## src/range_fusion_avoidance_core_defines.svh

```systemverilog
// Assertion macros used by the range fusion avoidance core.
`ifndef RANGE_FUSION_AVOIDANCE_CORE_DEFINES_SVH
`define RANGE_FUSION_AVOIDANCE_CORE_DEFINES_SVH

// Same-cycle implication, checked on every rising edge out of reset.
`define RFA_ASSERT_SAME(label, ante, cons) \
    label: assert property (@(posedge i_clk) disable iff (!i_rst_n) (ante) |-> (cons)) \
        else $error("rfa same-cycle check failed");

// Next-cycle implication, checked on every rising edge out of reset.
`define RFA_ASSERT_NEXT(label, ante, cons) \
    label: assert property (@(posedge i_clk) disable iff (!i_rst_n) (ante) |=> (cons)) \
        else $error("rfa next-cycle check failed");

`endif

```

## src/rfa_pkg.sv

```systemverilog
// Types and constants of the range fusion avoidance block.
package rfa_pkg;

    localparam int FUSED_W = 17;   // fused tenths never exceed 81900

    localparam logic [FUSED_W-1:0] NO_RANGE_TENTHS   = 17'd81900;
    localparam logic [15:0]        LASER_VALID_LIMIT = 16'd8000;
    localparam logic [11:0]        SONAR_LOW_LIMIT   = 12'd20;
    localparam logic [11:0]        SONAR_HIGH_LIMIT  = 12'd4000;
    localparam logic [3:0]         FULL_WEIGHT       = 4'd10;

    localparam logic [1:0] SIDE_LEFT   = 2'd0;
    localparam logic [1:0] SIDE_CENTER = 2'd1;
    localparam logic [1:0] SIDE_RIGHT  = 2'd2;

    localparam logic [2:0] HD_FWD        = 3'd0;
    localparam logic [2:0] HD_FWD_LEFT   = 3'd1;
    localparam logic [2:0] HD_FWD_RIGHT  = 3'd2;
    localparam logic [2:0] HD_TURN_LEFT  = 3'd3;
    localparam logic [2:0] HD_TURN_RIGHT = 3'd4;
    localparam logic [2:0] HD_BACK       = 3'd5;
    localparam logic [2:0] HD_STOP       = 3'd6;

    localparam logic [6:0] SPD_CRUISE = 7'd80;
    localparam logic [6:0] SPD_VEER   = 7'd60;
    localparam logic [6:0] SPD_SQUEEZE = 7'd50;
    localparam logic [6:0] SPD_TURN   = 7'd40;
    localparam logic [6:0] SPD_SLOW   = 7'd30;
    localparam logic [6:0] SPD_HALT   = 7'd0;

    typedef struct packed {
        logic [2:0] heading;
        logic [6:0] speed;
        logic       right_blk;
        logic       center_blk;
        logic       left_blk;
    } t_decision;

endpackage

```

## src/range_fusion_avoidance_core.sv

```systemverilog
// Range fusion obstacle avoidance: one transaction in per cycle while the output side
// keeps up, passing the fusion register, then the store update and decision into the output
// register; a stalled output holds the fusion stage and input ready falls only once both
// registers are full.
module range_fusion_avoidance_core (
    input  logic        i_clk,
    input  logic        i_rst_n,
    input  logic        s_axis_tvalid,
    output logic        s_axis_tready,
    input  logic [31:0] s_axis_tdata,   // laser_mm[15:0], sonar_mm[27:16]
    input  logic [1:0]  s_axis_tuser,   // position[1:0]
    output logic        m_axis_tvalid,
    input  logic        m_axis_tready,
    output logic [39:0] m_axis_tdata,   // heading[2:0], speed[9:3], left_blk[10],
                                        // center_blk[11], right_blk[12],
                                        // fused_tenths[32:13]
    input  logic        i_cfg_wr_en,
    input  logic [1:0]  i_cfg_index,
    input  logic [12:0] i_cfg_wdata
);

    localparam logic [1:0] CFG_OBSTACLE = 2'd0;
    localparam logic [1:0] CFG_RETREAT  = 2'd1;
    localparam logic [1:0] CFG_HALT     = 2'd2;
    localparam logic [1:0] CFG_WEIGHT   = 2'd3;
    localparam int         FW           = rfa_pkg::FUSED_W;

    logic [FW-1:0] r_obs_tenths, r_ret_tenths, r_hlt_tenths;
    logic [3:0]    r_weight;
    logic [FW-1:0] cfg_tenths;

    logic [FW-1:0] r_store [3];
    logic [FW-1:0] n_left, n_center, n_right;

    logic          r_s1_vld;
    logic [1:0]    r_s1_pos;
    logic [FW-1:0] r_s1_fused;
    logic [FW-1:0] fused;

    logic               r_out_vld;
    rfa_pkg::t_decision r_out_dec;
    logic [FW-1:0]      r_out_fused;
    rfa_pkg::t_decision decision;

    logic out_en;
    logic s1_adv;
    logic in_acc;
    logic s1_left_wr;

    assign out_en = !r_out_vld || m_axis_tready;
    assign s1_adv = r_s1_vld && out_en;
    assign s_axis_tready = !r_s1_vld || out_en;
    assign in_acc = s_axis_tvalid && s_axis_tready;
    assign s1_left_wr = s1_adv && (r_s1_pos == rfa_pkg::SIDE_LEFT);

    // thresholds kept in tenths so the compares need no scaling
    assign cfg_tenths = FW'(i_cfg_wdata) * FW'(10);

    always_ff @(posedge i_clk) begin
        if (!i_rst_n) begin
            r_obs_tenths <= FW'(3000);
            r_ret_tenths <= FW'(1500);
            r_hlt_tenths <= FW'(800);
            r_weight     <= 4'd7;
        end else if (i_cfg_wr_en) begin
            unique case (i_cfg_index)
                CFG_OBSTACLE: r_obs_tenths <= cfg_tenths;
                CFG_RETREAT:  r_ret_tenths <= cfg_tenths;
                CFG_HALT:     r_hlt_tenths <= cfg_tenths;
                CFG_WEIGHT:   r_weight     <= i_cfg_wdata[3:0];
                default:      r_weight     <= r_weight;
            endcase
        end
    end

    rfa_fuse u_fuse (
        .i_laser_mm (s_axis_tdata[15:0]),
        .i_sonar_mm (s_axis_tdata[27:16]),
        .i_weight   (r_weight),
        .o_fused    (fused)
    );

    always_ff @(posedge i_clk) begin
        if (!i_rst_n) begin
            r_s1_vld <= 1'b0;
        end else if (s_axis_tready) begin
            r_s1_vld <= s_axis_tvalid;
        end
    end

    always_ff @(posedge i_clk) begin
        if (in_acc) begin
            r_s1_pos   <= s_axis_tuser;
            r_s1_fused <= fused;
        end
    end

    // decide on the store as it stands after this transaction's write
    assign n_left   = (r_s1_pos == rfa_pkg::SIDE_LEFT)   ? r_s1_fused : r_store[0];
    assign n_center = (r_s1_pos == rfa_pkg::SIDE_CENTER) ? r_s1_fused : r_store[1];
    assign n_right  = (r_s1_pos == rfa_pkg::SIDE_RIGHT)  ? r_s1_fused : r_store[2];

    always_ff @(posedge i_clk) begin
        if (!i_rst_n) begin
            r_store[0] <= rfa_pkg::NO_RANGE_TENTHS;
            r_store[1] <= rfa_pkg::NO_RANGE_TENTHS;
            r_store[2] <= rfa_pkg::NO_RANGE_TENTHS;
        end else if (s1_adv) begin
            r_store[0] <= n_left;
            r_store[1] <= n_center;
            r_store[2] <= n_right;
        end
    end

    rfa_decide u_decide (
        .i_left            (n_left),
        .i_center          (n_center),
        .i_right           (n_right),
        .i_obstacle_tenths (r_obs_tenths),
        .i_retreat_tenths  (r_ret_tenths),
        .i_halt_tenths     (r_hlt_tenths),
        .o_decision        (decision)
    );

    always_ff @(posedge i_clk) begin
        if (!i_rst_n) begin
            r_out_vld <= 1'b0;
        end else if (out_en) begin
            r_out_vld <= r_s1_vld;
        end
    end

    always_ff @(posedge i_clk) begin
        if (s1_adv) begin
            r_out_dec   <= decision;
            r_out_fused <= r_s1_fused;
        end
    end

    assign m_axis_tvalid = r_out_vld;
    assign m_axis_tdata  = {7'd0, 20'(r_out_fused), r_out_dec.right_blk,
                            r_out_dec.center_blk, r_out_dec.left_blk,
                            r_out_dec.speed, r_out_dec.heading};

`include "range_fusion_avoidance_core_defines.svh"

    `RFA_ASSERT_SAME(a_s1_holds_on_stall, r_s1_vld && !out_en, !s_axis_tready)
    `RFA_ASSERT_NEXT(a_accept_fills_s1, in_acc, r_s1_vld)
    `RFA_ASSERT_NEXT(a_advance_fills_out, s1_adv, r_out_vld)
    `RFA_ASSERT_NEXT(a_left_store_write, s1_left_wr, r_store[0] == $past(r_s1_fused))

endmodule

```

## src/rfa_fuse.sv

```systemverilog
// Laser and ultrasonic range fusion into tenths of a millimeter.
module rfa_fuse (
    input  logic [15:0]                  i_laser_mm,
    input  logic [11:0]                  i_sonar_mm,
    input  logic [3:0]                   i_weight,
    output logic [rfa_pkg::FUSED_W-1:0]  o_fused
);

    logic        laser_ok;
    logic        sonar_ok;
    logic [3:0]  w_laser;
    logic [3:0]  w_sonar;
    logic [19:0] laser_part;
    logic [15:0] sonar_part;
    logic [19:0] mix_sum;
    logic [19:0] laser_x10;
    logic [15:0] sonar_x10;

    assign laser_ok = i_laser_mm < rfa_pkg::LASER_VALID_LIMIT;
    assign sonar_ok = (i_sonar_mm > rfa_pkg::SONAR_LOW_LIMIT) &&
                      (i_sonar_mm < rfa_pkg::SONAR_HIGH_LIMIT);

    // clamp the laser weight to a full ten tenths
    assign w_laser = (i_weight > rfa_pkg::FULL_WEIGHT) ? rfa_pkg::FULL_WEIGHT : i_weight;
    assign w_sonar = rfa_pkg::FULL_WEIGHT - w_laser;

    assign laser_part = 20'(w_laser) * 20'(i_laser_mm);
    assign sonar_part = 16'(w_sonar) * 16'(i_sonar_mm);
    assign mix_sum    = laser_part + 20'(sonar_part);
    assign laser_x10  = 20'(i_laser_mm) * 20'd10;
    assign sonar_x10  = 16'(i_sonar_mm) * 16'd10;

    always_comb begin
        priority if (laser_ok && sonar_ok) begin
            o_fused = mix_sum[rfa_pkg::FUSED_W-1:0];
        end else if (laser_ok) begin
            o_fused = laser_x10[rfa_pkg::FUSED_W-1:0];
        end else if (sonar_ok) begin
            o_fused = rfa_pkg::FUSED_W'(sonar_x10);
        end else begin
            o_fused = rfa_pkg::NO_RANGE_TENTHS;
        end
    end

endmodule

```

## src/rfa_decide.sv

```systemverilog
// Blocked flags, heading and speed from the three stored distances.
module rfa_decide (
    input  logic [rfa_pkg::FUSED_W-1:0] i_left,
    input  logic [rfa_pkg::FUSED_W-1:0] i_center,
    input  logic [rfa_pkg::FUSED_W-1:0] i_right,
    input  logic [rfa_pkg::FUSED_W-1:0] i_obstacle_tenths,
    input  logic [rfa_pkg::FUSED_W-1:0] i_retreat_tenths,
    input  logic [rfa_pkg::FUSED_W-1:0] i_halt_tenths,
    output rfa_pkg::t_decision          o_decision
);

    logic lb, cb, rb;
    logic all_retreat;
    logic all_halt;

    assign lb = i_left   < i_obstacle_tenths;
    assign cb = i_center < i_obstacle_tenths;
    assign rb = i_right  < i_obstacle_tenths;

    assign all_retreat = (i_left < i_retreat_tenths) && (i_center < i_retreat_tenths) &&
                         (i_right < i_retreat_tenths);
    assign all_halt    = (i_left < i_halt_tenths) && (i_center < i_halt_tenths) &&
                         (i_right < i_halt_tenths);

    always_comb begin
        o_decision.left_blk   = lb;
        o_decision.center_blk = cb;
        o_decision.right_blk  = rb;
        // halt beats retreat, retreat beats the steering table
        priority if (all_halt) begin
            o_decision.heading = rfa_pkg::HD_STOP;
            o_decision.speed   = rfa_pkg::SPD_HALT;
        end else if (all_retreat) begin
            o_decision.heading = rfa_pkg::HD_BACK;
            o_decision.speed   = rfa_pkg::SPD_SLOW;
        end else if (!lb && !cb && !rb) begin
            o_decision.heading = rfa_pkg::HD_FWD;
            o_decision.speed   = rfa_pkg::SPD_CRUISE;
        end else if (!cb && lb && !rb) begin
            o_decision.heading = rfa_pkg::HD_FWD_RIGHT;
            o_decision.speed   = rfa_pkg::SPD_VEER;
        end else if (!cb && !lb && rb) begin
            o_decision.heading = rfa_pkg::HD_FWD_LEFT;
            o_decision.speed   = rfa_pkg::SPD_VEER;
        end else if (!cb) begin
            o_decision.heading = rfa_pkg::HD_FWD;
            o_decision.speed   = rfa_pkg::SPD_SQUEEZE;
        end else if (!lb && rb) begin
            o_decision.heading = rfa_pkg::HD_TURN_LEFT;
            o_decision.speed   = rfa_pkg::SPD_TURN;
        end else if (lb && !rb) begin
            o_decision.heading = rfa_pkg::HD_TURN_RIGHT;
            o_decision.speed   = rfa_pkg::SPD_TURN;
        end else if (!lb || (i_left > i_right)) begin
            o_decision.heading = rfa_pkg::HD_TURN_LEFT;
            o_decision.speed   = rfa_pkg::SPD_SLOW;
        end else begin
            o_decision.heading = rfa_pkg::HD_TURN_RIGHT;
            o_decision.speed   = rfa_pkg::SPD_SLOW;
        end
    end

endmodule
```

## config.mk

```make
export PLATFORM = sky130hd
export DESIGN_NAME = range_fusion_avoidance_core
export DESIGN_NICKNAME = d
export VERILOG_FILES = /design/src/rfa_pkg.sv /design/src/range_fusion_avoidance_core.sv /design/src/rfa_fuse.sv /design/src/rfa_decide.sv
export VERILOG_INCLUDE_DIRS = /design/src /design/src/src
export SDC_FILE = /design/constraint.sdc
export NUM_CORES = 1
export LEC_CHECK = 0
export ABC_AREA = 0
export ABC_CLOCK_PERIOD_IN_PS = 7100
export BUFFER_PORTS_ARGS = -buffer_cell sky130_fd_sc_hd__buf_2
export CAP_MARGIN = 10
export CELL_PAD_IN_SITES_DETAIL_PLACEMENT = 0
export CELL_PAD_IN_SITES_GLOBAL_PLACEMENT = 2
export CORE_ASPECT_RATIO = 0.8
export CORE_UTILIZATION = 41
export CTS_CLUSTER_DIAMETER = 60
export CTS_CLUSTER_SIZE = 30
export DETAILED_ROUTE_END_ITERATION = 6
export PLACE_DENSITY = 0.89
export RECOVER_POWER = 100
export SLEW_MARGIN = 30
export SYNTH_ARGS = -nofsm -noshare
export SYNTH_HDL_FRONTEND = slang
export SYNTH_HIERARCHICAL = 1
export SYNTH_SLANG_ARGS = --single-unit
```

## constraint.sdc

```tcl
create_clock -name i_clk -period 7.1 [get_ports i_clk]
set_input_delay 0.355 -clock i_clk [delete_from_list [all_inputs] [get_ports i_clk]]
set_output_delay 0.355 -clock i_clk [all_outputs]
set_load 0.01 [all_outputs]
```

==> reports/qor.yml, run 1 <==
drt:
  dr.pass1.iters: 7
  wl_per_cell_um: 18.8
  route.detailed.drc: 12
  wirelength_mm: 41.7
  vias: 12251
  viasPerCell: 5.53
  drtIter0Drc: 1016
  ant_nets: 0
floorplan:
  start_util_pct: 42.0
  placementRows: 63
  core_area_sq_um: 37400
  fp.dieArea_sq_um: 39000
  die_h_um: 177
  die_width_um: 221
  ioPinCount: 96
finish:
  drive_gt1_share_pct: 9.43
  postLayoutCoreUtil_pct: 45.8
  stdcell_area_sq_um: 17100
  ff_latch_area_sq_um: 4080
  nNetsFinal: 2105
  final_cell_mix: "259 x ha_1, 163 x inv_1, 134 x nand2_1, 100 x edfxtp_1, 88 x a21oi_1"
  stdcell_count: 2217
  area_delta_synth_final_pct: 9.23
  nFillCells: 3641
  multi_input_area_sq_um: 10700
  layout_commonest_cell: "ha_1"
setup_path:
  worstSetupPathType: "flop to flop"
  crit_required_ns: 7.28
  cp-start-kind: "flop"
  r2r_start: "r_weight[3]"
  endpoint_kind: "flop"
  critical_path.max_fanout: 19
  crit_path_start: "r_weight[3]"
  r2r_slack_ns: 0.95
  cp.arrival_ns: 6.32
timing:
  slew_headroom_pct: -105
  tightest_slew_ns: 3.07
  finalClockSkew_ns: 0.00945
  setup-violations-final: 0
  post-route-min-period_ns: 6.15
  maxSlewViolCount: 250
  fin_crit_sh_pct: 86.6
  rsz0062_at_grt: "no"
  tns_ns: 0
  whs_ns: 0.114
  fmax_ghz: 0.163
  hold_violations: 0
logic_synthesis:
  synth_flop_cell: "edfxtp_1"
  avgSynthCellArea_sq_um: 9.56
  yosys_warnings: 6
  yosys-top-cells-area: "ha_1 21%, edfxtp_1 19%, fa_1 9.7%"
  synthArstFlopShare_pct: 0
  ys_ff_latch: 154
  syn-cell-area_sq_um: 15700
  synthCells: 1639
  synth.yosys.seq_area_share_pct: 26.1
  yosysTopAreaCell: "ha_1"
  yosysTopAreaCellShare_pct: 20.7
  synth_cell_types: 89
  synth-edff-count: 100
global_route:
  antenna_found_initial: 0
  grt_pass1_wl_mm: 66.0
  overflow: 0
  grtUsageTotal_pct: 22.1
  grt_start_max_net_pins: 66
  grt_pass1_vias: 11799
job:
  maxCapViolCount: 7
clock_network:
  clk_path_buf_depth: 2
  cts_tree: "yes"
  cts_setup_buffers: 0
  cts_made_buffers: 17
  cts-resized-gates: 0
  htreeDepth: 4
  clkLatencyLatePin_ns: 0.45
  clock-sinks: 154
  path_clk_slew_ns: 0.07
  cts.root.buffer_cell: "clkbuf_16"
  hold_buffers: 0
pwr:
  switchingPower_mw: 1.71
  power_frac_seq_pct: 26.6
  power.ir.vdd_worst_uv: 180
  p_leak_nw: 7.33
  p_sw_share_pct: 41.3
  pwr-share-comb_pct: 50.4
  powerDensity_nw_per_um2: 242
  p_int_mw: 2.43
  clock_power_share_pct: 23.1
hold_path:
  min_from: "s_axis_tuser[0]"
  hold_class: "primary input to flop"
status:
  status: "finished with violations"
  violations: "DRC, capacitance limit, slew limit"
place:
  placed_cells: 2184
  gp_congestion: 0.886
  dp_hpwl_mm: 32.8
  postPlaceCellArea_sq_um: 16600
  io_buffers: 81
worst max-delay path: stages (launching register included):
cell and delay [ns]:
dfxtp_1 0.33, buf_4 0.25, o21ai_0 0.12, buf_4 0.22
and2_0 0.19, ha_1 0.60, nor2b_1 0.12, fa_1 0.49
inv_1 0.05, fa_1 0.51, fa_1 0.52, fa_1 0.56
inv_1 0.04, ha_1 0.34, a21o_1 0.22, or4_1 0.43
o22ai_1 0.36, o21ai_0 0.20, xnor2_1 0.18, o221ai_1 0.15
metal layers:
layer	part of all wire, %	vias to the layer above	global-route usage [%]	routed length, um
met2	40	278	31.0	16700
met3	4.7	20	3.45	1950
met5	0	-	0	0
li1	-	6004	-	-
met4	0.70	0	3.22	290
met1	55	5949	35.4	22800
power by group through the flow:
stage	combinational [mW]	clock [mW]	sequential, mW
final	2.08	0.956	1.10
after CTS	2.08	0.973	1.10
after detailed placement	2.06	0	1.12
after floorplan	1.60	0	1.09
after global routing	2.38	1.01	1.11
after global placement	2.03	0	1.11
through the flow:
step           total power, mW  setup WS, ns
6_report                  4.14         0.953
2_1_floorplan             2.68          1.27
3_3_place_gp              3.15          1.09
3_5_place_dp              3.18          1.05
4_1_cts                   4.15          1.03
5_1_grt                   4.50         0.591
kinds of logic (layout without fill, tap and decap cells):
group	Yosys count	in the layout	synth area share, %
flip-flops	154	154	26.1
multiplexers	60	60	4.25
adder cells (fa/ha/maj)	335	335	30.4
buffers and inverters	224	296	5.91
AO/OA/AOI/OAI	336	336	14.3
AND/OR/NAND/NOR	494	494	17.1
XOR/XNOR	34	34	1.90
other	2	21	0.0479
flip-flops by register name, indices dropped and copies added (netlist names):
signal / count
m_axis_tdata: 13
m_axis_tvalid: 1
r_hlt_tenths: 16
r_obs_tenths: 16
r_out_fused: 17
r_ret_tenths: 16
r_s1_fused: 17
r_s1_pos: 2
r_s1_vld: 1
r_store: 51
r_weight: 4
layout make-up:
type	instances	area share [%]
multi-input cells	1279	62.6
flip-flops and latches	154	23.9
inverters	166	3.65
well taps	487	3.56
repair buffers	98	2.76
clock buffers	17	2.48
clock inverters	15	1.11
diodes	1	0.0146
Yosys cell counts, types with 4 or more instances:
| library cell | number |
|---|---|
| a2111oi_0 | 4 |
| a211o_1 | 4 |
| a211oi_1 | 19 |
| a21boi_0 | 12 |
| a21o_1 | 28 |
| a21oi_1 | 88 |
| a221oi_1 | 8 |
| a22oi_1 | 4 |
| a31oi_1 | 9 |
| a32oi_1 | 7 |
| and2_1 | 67 |
| and3_1 | 28 |
| and4_1 | 10 |
| buf_2 | 7 |
| buf_4 | 14 |
| clkbuf_1 | 32 |
| dfxtp_1 | 54 |
| edfxtp_1 | 100 |
| fa_1 | 76 |
| ha_1 | 259 |
| inv_1 | 163 |
| mux2_2 | 51 |
| mux2i_1 | 8 |
| nand2_1 | 134 |
| nand2b_1 | 51 |
| nand3_1 | 48 |
| nand4_1 | 21 |
| nor2_1 | 38 |
| nor2b_1 | 36 |
| nor3_1 | 21 |
| nor3b_1 | 4 |
| nor4_1 | 4 |
| nor4b_1 | 4 |
| o211ai_1 | 25 |
| o21a_1 | 14 |
| o21ai_0 | 45 |
| o21ai_1 | 22 |
| o21bai_1 | 7 |
| o31a_1 | 4 |
| o31ai_1 | 4 |
| or3_1 | 4 |
| or4_1 | 4 |
| xnor2_1 | 24 |
| xor2_1 | 10 |
path summary, 6_finish.rpt:
kind,end,depth (start not counted)
max,r_s1_fused[14],19
min,r_s1_pos[0],1
max reg2reg,r_s1_fused[14],19
min reg2reg,r_ret_tenths[3],2
Power figures use the tool's default switching activity.
==> run 2, diff against run 1 <==
--- a/config.mk
+++ b/config.mk
@@ -6,14 +6,14 @@
 export SDC_FILE = /design/constraint.sdc
 export NUM_CORES = 1
 export LEC_CHECK = 0
-export ABC_AREA = 0
+export ABC_AREA = 1
 export ABC_CLOCK_PERIOD_IN_PS = 7100
 export BUFFER_PORTS_ARGS = -buffer_cell sky130_fd_sc_hd__buf_2
 export CAP_MARGIN = 10
 export CELL_PAD_IN_SITES_DETAIL_PLACEMENT = 0
 export CELL_PAD_IN_SITES_GLOBAL_PLACEMENT = 2
 export CORE_ASPECT_RATIO = 0.8
-export CORE_UTILIZATION = 41
+export CORE_UTILIZATION = 37
 export CTS_CLUSTER_DIAMETER = 60
 export CTS_CLUSTER_SIZE = 30
 export DETAILED_ROUTE_END_ITERATION = 6
==> run 2 against run 1 <==
Effect of this change:
- clock skew is 0.00070 ns higher
- final cell count is 35% higher
- clock power is 3.5% lower
- flip-flop and latch count stayed put
- non-clock buffer count is 6 lower
- combinational power is 29% higher
- wire length is 16% higher
- the run ends with capacitance limit, slew limit left
- synthesized cell count is 41% higher
- critical path depth is 1 lower
==> reports/qor.yml, run 2 <==
finish:
  largest_reg_flops: 51  # unchanged
  nFillCells: 4690  # was 3641
  final_cell_mix: "580 x nand2_1, 461 x inv_1, 259 x ha_1, 257 x nor2_1, 127 x nand3_1"  # was 259 x ha_1, 163 x inv_1, 134 x nand2_1, 100 x edfxtp_1, 88 x a21oi_1
  drive_gt1_share_pct: 5.63  # was 9.43%
  antennaDiodeCount: 0  # was 1
  nNetsFinal: 2776  # was 2105
  multi_input_area_sq_um: 10600  # was 10700 sq um
  area_delta_synth_final_pct: 9.05  # was 9.23%
  top_regs: "r_store (51), r_out_fused (17), r_s1_fused (17)"  # unchanged
  regMostFlops: "r_store"  # unchanged
  stdcell_area_sq_um: 18200  # was 17100 sq um
  ff_latch_area_sq_um: 4080  # unchanged
  layout_commonest_cell: "nand2_1"  # was ha_1
global_route:
  grtUsageTotal_pct: 21.9  # was 22.1%
  overflow: 0  # unchanged
  grt_pass1_wl_mm: 76.5  # was 66.0 mm
  grt_pass1_vias: 13718  # was 11799
  antenna_found_initial: 0  # unchanged
  grt_start_max_net_pins: 52  # was 66
setup_path:
  cp_slowest_cell: "ha_1"  # unchanged
  crit_chain: "buf_4 > a21oi_4 > clkinv_1 > ha_1 > nor2_1 > fa_1 > inv_1 > fa_1 > fa_1 > fa_1 > inv_1 > ha_1 > a21oi_1 > o21ai_0 > nand2_1 > nand3_1 > o21ai_0 > nand2_1"  # was buf_4 > o21ai_0 > buf_4 > and2_0 > ha_1 > nor2b_1 > fa_1 > inv_1 > fa_1 > fa_1 > fa_1 > inv_1 > ha_1 > a21o_1 > or4_1 > o22ai_1 > o21ai_0 > xnor2_1 > o221ai_1
  cp-start-kind: "flop"  # unchanged
  r2r_cells: 18  # was 19
  crit_family: "adder cells"  # unchanged
  worstSetupPathType: "flop to flop"  # unchanged
  r2r_slack_ns: 1.15  # was 0.95 ns
  crit_required_ns: 7.30  # was 7.28 ns
  endpoint_kind: "flop"  # unchanged
  cp.arrival_ns: 6.15  # was 6.32 ns
  crit_buf_inv: 4  # unchanged
  max_stage_delay_ns: 0.70  # was 0.60 ns
  r2r_start: "r_weight[3]"  # unchanged
  path_common_cell: "fa_1"  # unchanged
  critical_path.max_fanout: 19  # unchanged
  r2r_end: "r_s1_fused[11]"  # was r_s1_fused[14]
timing:
  fmax_ghz: 0.168  # was 0.163 GHz
  setup-violations-final: 0  # unchanged
  hold_violations: 0  # unchanged
  finalClockSkew_ns: 0.0102  # was 0.00945 ns
  rsz0062_at_grt: "no"  # unchanged
  post-route-min-period_ns: 5.95  # was 6.15 ns
  slew_headroom_pct: -104  # was -105%
  tns_ns: 0  # unchanged
  tightest_slew_ns: 3.06  # was 3.07 ns
  maxSlewViolCount: 210  # was 250
  fin_crit_sh_pct: 83.8  # was 86.6%
drt:
  drtIter0Drc: 1008  # was 1016
  vias: 14451  # was 12251
  wirelength_mm: 48.5  # was 41.7 mm
  ant_nets: 0  # unchanged
  viasPerCell: 4.81  # was 5.53
  wl_per_cell_um: 16.1  # was 18.8 um
  dr.pass1.iters: 5  # was 7
  route.detailed.drc: 0  # was 12
floorplan:
  start_util_pct: 37.6  # was 42.0%
  core_area_sq_um: 44500  # was 37400 sq um
  ioPinCount: 96  # unchanged
  die_h_um: 192  # was 177 um
  placementRows: 69  # was 63
  fp.dieArea_sq_um: 46000  # was 39000 sq um
  die_width_um: 240  # was 221 um
status:
  violations: "capacitance limit, slew limit"  # was DRC, capacitance limit, slew limit
  status: "finished with violations"  # unchanged
job:
  maxCapViolCount: 6  # was 7
clock_network:
  path_clk_slew_ns: 0.07  # about the same
  clk_path_buf_depth: 2  # unchanged
  htreeDepth: 4  # unchanged
  cts_made_buffers: 17  # unchanged
  cts_setup_buffers: 0  # unchanged
  clock-sinks: 154  # unchanged
  cts-resized-gates: 0  # unchanged
  hold_buffers: 0  # unchanged
  cts_tree: "yes"  # unchanged
  clkLatencyLatePin_ns: 0.45  # about the same
  cts.root.buffer_cell: "clkbuf_16"  # unchanged
place:
  io_buffers: 81  # unchanged
  postPlaceCellArea_sq_um: 17700  # was 16600 sq um
  gp_congestion: 0.905  # was 0.886
  dp_hpwl_mm: 39.9  # was 32.8 mm
logic_synthesis:
  yosys-top-cells-count: "580 x nand2_1, 459 x inv_1, 259 x ha_1"  # was 259 x ha_1, 163 x inv_1, 134 x nand2_1
  yosys-top-cells-area: "ha_1 19%, edfxtp_1 18%, nand2_1 13%"  # was ha_1 21%, edfxtp_1 19%, fa_1 9.7%
  synthCells: 2311  # was 1639
  avgSynthCellArea_sq_um: 7.23  # was 9.56 sq um
  yosysTopAreaCellShare_pct: 19.4  # was 20.7%
  synth.yosys.seq_area_share_pct: 24.4  # was 26.1%
  synth.most_common_cell: "nand2_1"  # was ha_1
  synth_flop_cell: "edfxtp_1"  # unchanged
  synthArstFlopShare_pct: 0  # unchanged
  yosys_warnings: 6  # unchanged
  yosysTopAreaCell: "ha_1"  # unchanged
  synth-edff-count: 100  # unchanged
  synth_cell_types: 46  # was 89
  syn-cell-area_sq_um: 16700  # was 15700 sq um
  ys_ff_latch: 154  # unchanged
pwr:
  powerDensity_nw_per_um2: 258  # was 242 nW/um^2
  p_total_mw: 4.71  # was 4.14 mW
  p_leak_nw: 9.59  # was 7.33 nW
  power.ir.vdd_worst_uv: 181  # was 180 uV
hold_path:
  hold_class: "primary input to flop"  # unchanged
  min_to: "r_s1_pos[0]"  # unchanged
  whs_path_depth: 1  # unchanged
  min_from: "s_axis_tuser[0]"  # unchanged
==> run 2: layout make-up <==
class	count	area share, %
timing repair buffer	92	2.33
tap	603	4.14
clock buffer	17	2.33
multi-input combinational	1646	58.0
clock inverter	15	0.927
sequential	154	22.4
inverter	476	9.81
==> run 2: cell families after synthesis <==
| family | after synthesis | synth area share (%) |
|---|---|---|
| other | 2 | 0.0449 |
| DFF | 154 | 24.4 |
| buffers and inverters | 529 | 12.5 |
| xor gates and xnor gates | 21 | 1.10 |
| adders and majority gates | 335 | 28.5 |
| AOI/OAI and AO/OA | 247 | 8.12 |
| and+or+nand+nor | 1023 | 25.3 |
==> run 2: metal layers <==
layer	GRT usage (%)	part of all wire [%]	routed length [um]
met1	34.4	55	26600
met2	30.7	39	18800
met3	4.11	5.9	2870
met4	3.03	0.62	299
met5	0	0	0
==> run 2: worst register-to-register path, stage by stage, from the launching register on <==
cell and delay [ns]:
dfxtp_1 0.31, buf_4 0.21, a21oi_4 0.36, clkinv_1 0.39
ha_1 0.70, nor2_1 0.13, fa_1 0.50, inv_1 0.06
fa_1 0.50, fa_1 0.52, fa_1 0.54, inv_1 0.04
ha_1 0.34, a21oi_1 0.36, o21ai_0 0.15, nand2_1 0.08
nand3_1 0.08, o21ai_0 0.32, nand2_1 0.09
==> run 2: per-stage QoR <==
stage | setup slack, ns | util [%] | cells | hold WS, ns
6_report | 1.15 | 41.0 | 3003 | 0.0791
3_3_place_gp | 1.20 | 39.8 | 2971 | 0.440
4_1_cts | 1.15 | 41.2 | 3003 | 0.0577
2_1_floorplan | 1.87 | - | 2329 | 0.429
3_5_place_dp | 1.16 | 39.8 | 2971 | 0.443
5_1_grt | 0.770 | 41.0 | 3003 | 0.0584
==> run 2: worst max path at each step <==
stage	start	to	slack (ns)	depth (start not counted)
floorplan	r_weight[2]	r_s1_fused[8]	1.87	24
global placement	r_weight[3]	r_s1_fused[11]	1.20	18
detailed placement	r_weight[3]	r_s1_fused[11]	1.16	18
CTS	r_weight[3]	r_s1_fused[11]	1.15	18
global route	r_weight[3]	r_s1_fused[11]	0.77	18
finish	r_weight[3]	r_s1_fused[11]	1.15	18
==> run 2: report_power, final <==
group	leakage, nW	total [mW]	switching (mW)	internal (mW)
Combinational	7.98	2.68	1.74	0.946
Sequential	1.33	1.10	0.0607	1.04
Clock	0.284	0.923	0.449	0.474
==> run 3, diff against run 2 <==
--- a/config.mk
+++ b/config.mk
@@ -6,8 +6,8 @@
 export SDC_FILE = /design/constraint.sdc
 export NUM_CORES = 1
 export LEC_CHECK = 0
-export ABC_AREA = 1
-export ABC_CLOCK_PERIOD_IN_PS = 7100
+export ABC_AREA = 0
+export ABC_CLOCK_PERIOD_IN_PS = 4870
 export BUFFER_PORTS_ARGS = -buffer_cell sky130_fd_sc_hd__buf_2
 export CAP_MARGIN = 10
 export CELL_PAD_IN_SITES_DETAIL_PLACEMENT = 0
@@ -17,7 +17,7 @@
 export CTS_CLUSTER_DIAMETER = 60
 export CTS_CLUSTER_SIZE = 30
 export DETAILED_ROUTE_END_ITERATION = 6
-export PLACE_DENSITY = 0.89
+export PLACE_DENSITY = 0.85
 export RECOVER_POWER = 100
 export SLEW_MARGIN = 30
 export SYNTH_ARGS = -nofsm -noshare
==> constraint.sdc (replaced) <==
create_clock -name i_clk -period 4.87 [get_ports i_clk]
set_input_delay 0.2435 -clock i_clk [delete_from_list [all_inputs] [get_ports i_clk]]
set_output_delay 0.2435 -clock i_clk [all_outputs]
set_load 0.01 [all_outputs]
==> run 3 against run 2 <==
Effect of this change:
- the run ends with setup timing left
- worst setup slack worse by 1.2 ns
- worst hold slack got worse by 0.012 ns
- first-iteration DRC count is 9.1% higher
- clock power grew 56%
- flip-flop and latch count unchanged
- wire length is 10% lower
- clock-buffer cell count did not move
- sequential power is 45% higher
- utilization grew 1.9 points
- final area down 1.7%
- power rose by 49%
- clock skew is 0.0032 ns higher
- critical path type unchanged
- critical endpoint is now r_s1_fused[14]
- largest cell class unchanged
- largest power group unchanged
==> reports/qor.yml, run 3 (synthesized netlist as in run 1, its figures left out) <==
finish:
  regMostFlops: "r_store"  # unchanged
  drive_gt1_share_pct: 16.5  # was 5.63%
  top_regs: "r_store (51), r_out_fused (17), r_s1_fused (17)"  # unchanged
  nFillCells: 4046  # was 4690
  final_cell_mix: "250 x ha_1, 160 x inv_1, 133 x nand2_1, 100 x edfxtp_1, 85 x a21oi_1"  # was 580 x nand2_1, 461 x inv_1, 259 x ha_1, 257 x nor2_1, 127 x nand3_1
  area_delta_synth_final_pct: 14.3  # was 9.05%
  stdcell_count: 2324  # was 3003
  nNetsFinal: 2148  # was 2776
  antennaDiodeCount: 0  # unchanged
  layout_commonest_cell: "ha_1"  # was nand2_1
  largest_reg_flops: 51  # unchanged
  stdcell_area_sq_um: 17900  # was 18200 sq um
floorplan:
  placementRows: 67  # was 69
  start_util_pct: 37.5  # was 37.6%
  die_h_um: 186  # was 192 um
  die_width_um: 232  # was 240 um
  fp.dieArea_sq_um: 43200  # was 46000 sq um
  core_area_sq_um: 41800  # was 44500 sq um
  ioPinCount: 96  # unchanged
clock_network:
  clock-sinks: 154  # unchanged
  cts.root.buffer_cell: "clkbuf_16"  # unchanged
  clk_path_buf_depth: 2  # unchanged
  path_clk_slew_ns: 0.07  # about the same
  clkLatencyLatePin_ns: 0.44  # was 0.45 ns
  htreeDepth: 4  # unchanged
  cts_tree: "yes"  # unchanged
  cts_setup_buffers: 0  # unchanged
  cts_made_buffers: 17  # unchanged
setup_path:
  r2r_start: "r_weight[1]"  # was r_weight[3]
  endpoint_kind: "flop"  # unchanged
  worstSetupPathType: "flop to flop"  # unchanged
  cp.arrival_ns: 5.10  # was 6.15 ns
  r2r_slack_ns: -0.07  # was 1.15 ns
  cp-start-kind: "flop"  # unchanged
  r2r_end: "r_s1_fused[14]"  # was r_s1_fused[11]
  crit_required_ns: 5.03  # was 7.30 ns
  critical_path.max_fanout: 10  # was 19
  r2r_cells: 19  # was 18
hold_path:
  whs_path_depth: 3  # was 1
  min_to: "r_s1_vld"  # was r_s1_pos[0]
  min_from: "s_axis_tvalid"  # was s_axis_tuser[0]
  hold_class: "primary input to flop"  # unchanged
pwr:
  switchingPower_mw: 2.80  # was 2.25 mW
  pwr-share-comb_pct: 56.8  # was 57.0%
  powerDensity_nw_per_um2: 393  # was 258 nW/um^2
  p_sw_share_pct: 39.7  # was 47.7%
  p_total_mw: 7.04  # was 4.71 mW
  p_int_mw: 4.24  # was 2.46 mW
  power.ir.vdd_worst_uv: 398  # was 181 uV
  clock_power_share_pct: 20.5  # was 19.6%
  power_frac_seq_pct: 22.7  # was 23.4%
  p_leak_nw: 7.71  # was 9.59 nW
drt:
  viasPerCell: 5.38  # was 4.81
  wl_per_cell_um: 18.8  # was 16.1 um
  dr.pass1.iters: 5  # unchanged
  drtIter0Drc: 1100  # was 1008
  ant_nets: 0  # unchanged
  wirelength_mm: 43.6  # was 48.5 mm
  route.detailed.drc: 0  # unchanged
  vias: 12499  # was 14451
status:
  status: "finished with violations"  # unchanged
  violations: "setup timing"  # was capacitance limit, slew limit
timing:
  rsz0062_at_grt: "yes"  # was no
  finalClockSkew_ns: 0.0133  # was 0.0102 ns
  fin_crit_sh_pct: 101  # was 83.8%
  hold_violations: 0  # unchanged
  setup-violations-final: 6  # was 0
  slew_headroom_pct: 40.0  # was -104%
  tns_ns: -0.277  # was 0 ns
  whs_ns: 0.0668  # was 0.0791 ns
  tightest_slew_ns: 0.900  # was 3.06 ns
  maxSlewViolCount: 0  # was 210
  fmax_ghz: 0.202  # was 0.168 GHz
  post-route-min-period_ns: 4.94  # was 5.95 ns
  setup_ws_ns: -0.0729  # was 1.15 ns
place:
  placed_cells: 2289  # was 2971
  postPlaceCellArea_sq_um: 17100  # was 17700 sq um
  io_buffers: 81  # unchanged
  dp_hpwl_mm: 34.9  # was 39.9 mm
  gp_congestion: 0.873  # was 0.905
job:
  maxCapViolCount: 0  # was 6
global_route:
  overflow: 0  # unchanged
  grt_pass1_vias: 12034  # was 13718
  grtUsageTotal_pct: 20.5  # was 21.9%
  antenna_found_initial: 0  # unchanged
  grt_start_max_net_pins: 58  # was 52
  grt_pass1_wl_mm: 68.5  # was 76.5 mm
-- run 3: cell count changes in the layout (fill, tap and decap cells not counted), sizes merged, moves of 51 or more --
cell,delta
and2,+66
buf,+85
inv,-312
mux2,+52
nand2,-455
nand2b,+51
nand3,-82
nor2,-224
-- run 3: worst max-delay path by stage --
| stage | startpoint | endpoint | slack [ns] |
|---|---|---|---|
| finish | r_weight[1] | r_s1_fused[14] | -0.07 |
| global route | r_weight[1] | r_s1_fused[12] | -0.27 |
| CTS | r_weight[1] | r_s1_fused[10] | -0.11 |
| detailed placement | r_weight[2] | r_s1_fused[15] | -0.22 |
| global placement | r_weight[1] | r_s1_fused[15] | -0.1 |
| floorplan | r_weight[3] | r_s1_fused[12] | -0.14 |
-- run 3: critical path, cell delays in order, from the launching register on --
cell      delay, ns
dfxtp_4        0.37
o21ai_4        0.15
and2_4         0.17
ha_4           0.15
xnor2_4        0.12
buf_12         0.15
nor2b_1        0.06
fa_1           0.50
inv_1          0.05
fa_1           0.50
fa_1           0.43
fa_1           0.51
inv_2          0.05
ha_4           0.23
a21o_1         0.19
or4_4          0.45
o22ai_4        0.18
o21ai_1        0.12
xnor2_1        0.16
o221ai_1       0.13
-- run 3: power groups by stage --
| stage | Combinational (mW) | Sequential [mW] | Clock (mW) |
|---|---|---|---|
| final | 4.00 | 1.60 | 1.44 |
| after global routing | 4.48 | 1.61 | 1.52 |
| after CTS | 3.84 | 1.60 | 1.47 |
| after detailed placement | 3.68 | 1.63 | 0 |
| after global placement | 3.62 | 1.63 | 0 |
| after floorplan | 2.50 | 1.58 | 0 |
-- run 3: stage by stage --
stage	utilization [%]	setup WS (ns)
2_1_floorplan	-	-0.137
3_3_place_gp	40.9	-0.0975
3_5_place_dp	40.9	-0.215
4_1_cts	42.6	-0.107
5_1_grt	42.8	-0.272
6_report	42.8	-0.0729
-- run 3: repair_timing --
item / 4_1_cts / 5_1_grt
pin swaps: 2 / 5
gates cloned: 0 / 1
hold endpoints to repair: 2 / 0
hold buffers: 2 / 0
gates resized for setup: 14 / 20
endpoints found under the setup margin: 9 / 10
-- run 3: cell type report --
type / count / area (sq um) / share of cell area, %
Multi-Input combinational cell: 1279 / 11000 / 61.4
Sequential cell: 154 / 4090 / 22.8
Tap cell: 552 / 691 / 3.85
Clock buffer: 17 / 425 / 2.37
Inverter: 166 / 624 / 3.48
Timing Repair Buffer: 141 / 883 / 4.93
Clock inverter: 15 / 208 / 1.16
-- run 3: per-layer routing --
metal  track usage [%]  routed length [um]  vias to the layer above
met4              3.82                 578                        0
met3              2.70                2220                       33
met5                 0                   0                        -
met1              32.1               23300                     6076
li1                  -                   -                     6089
met2              29.8               17500                      301
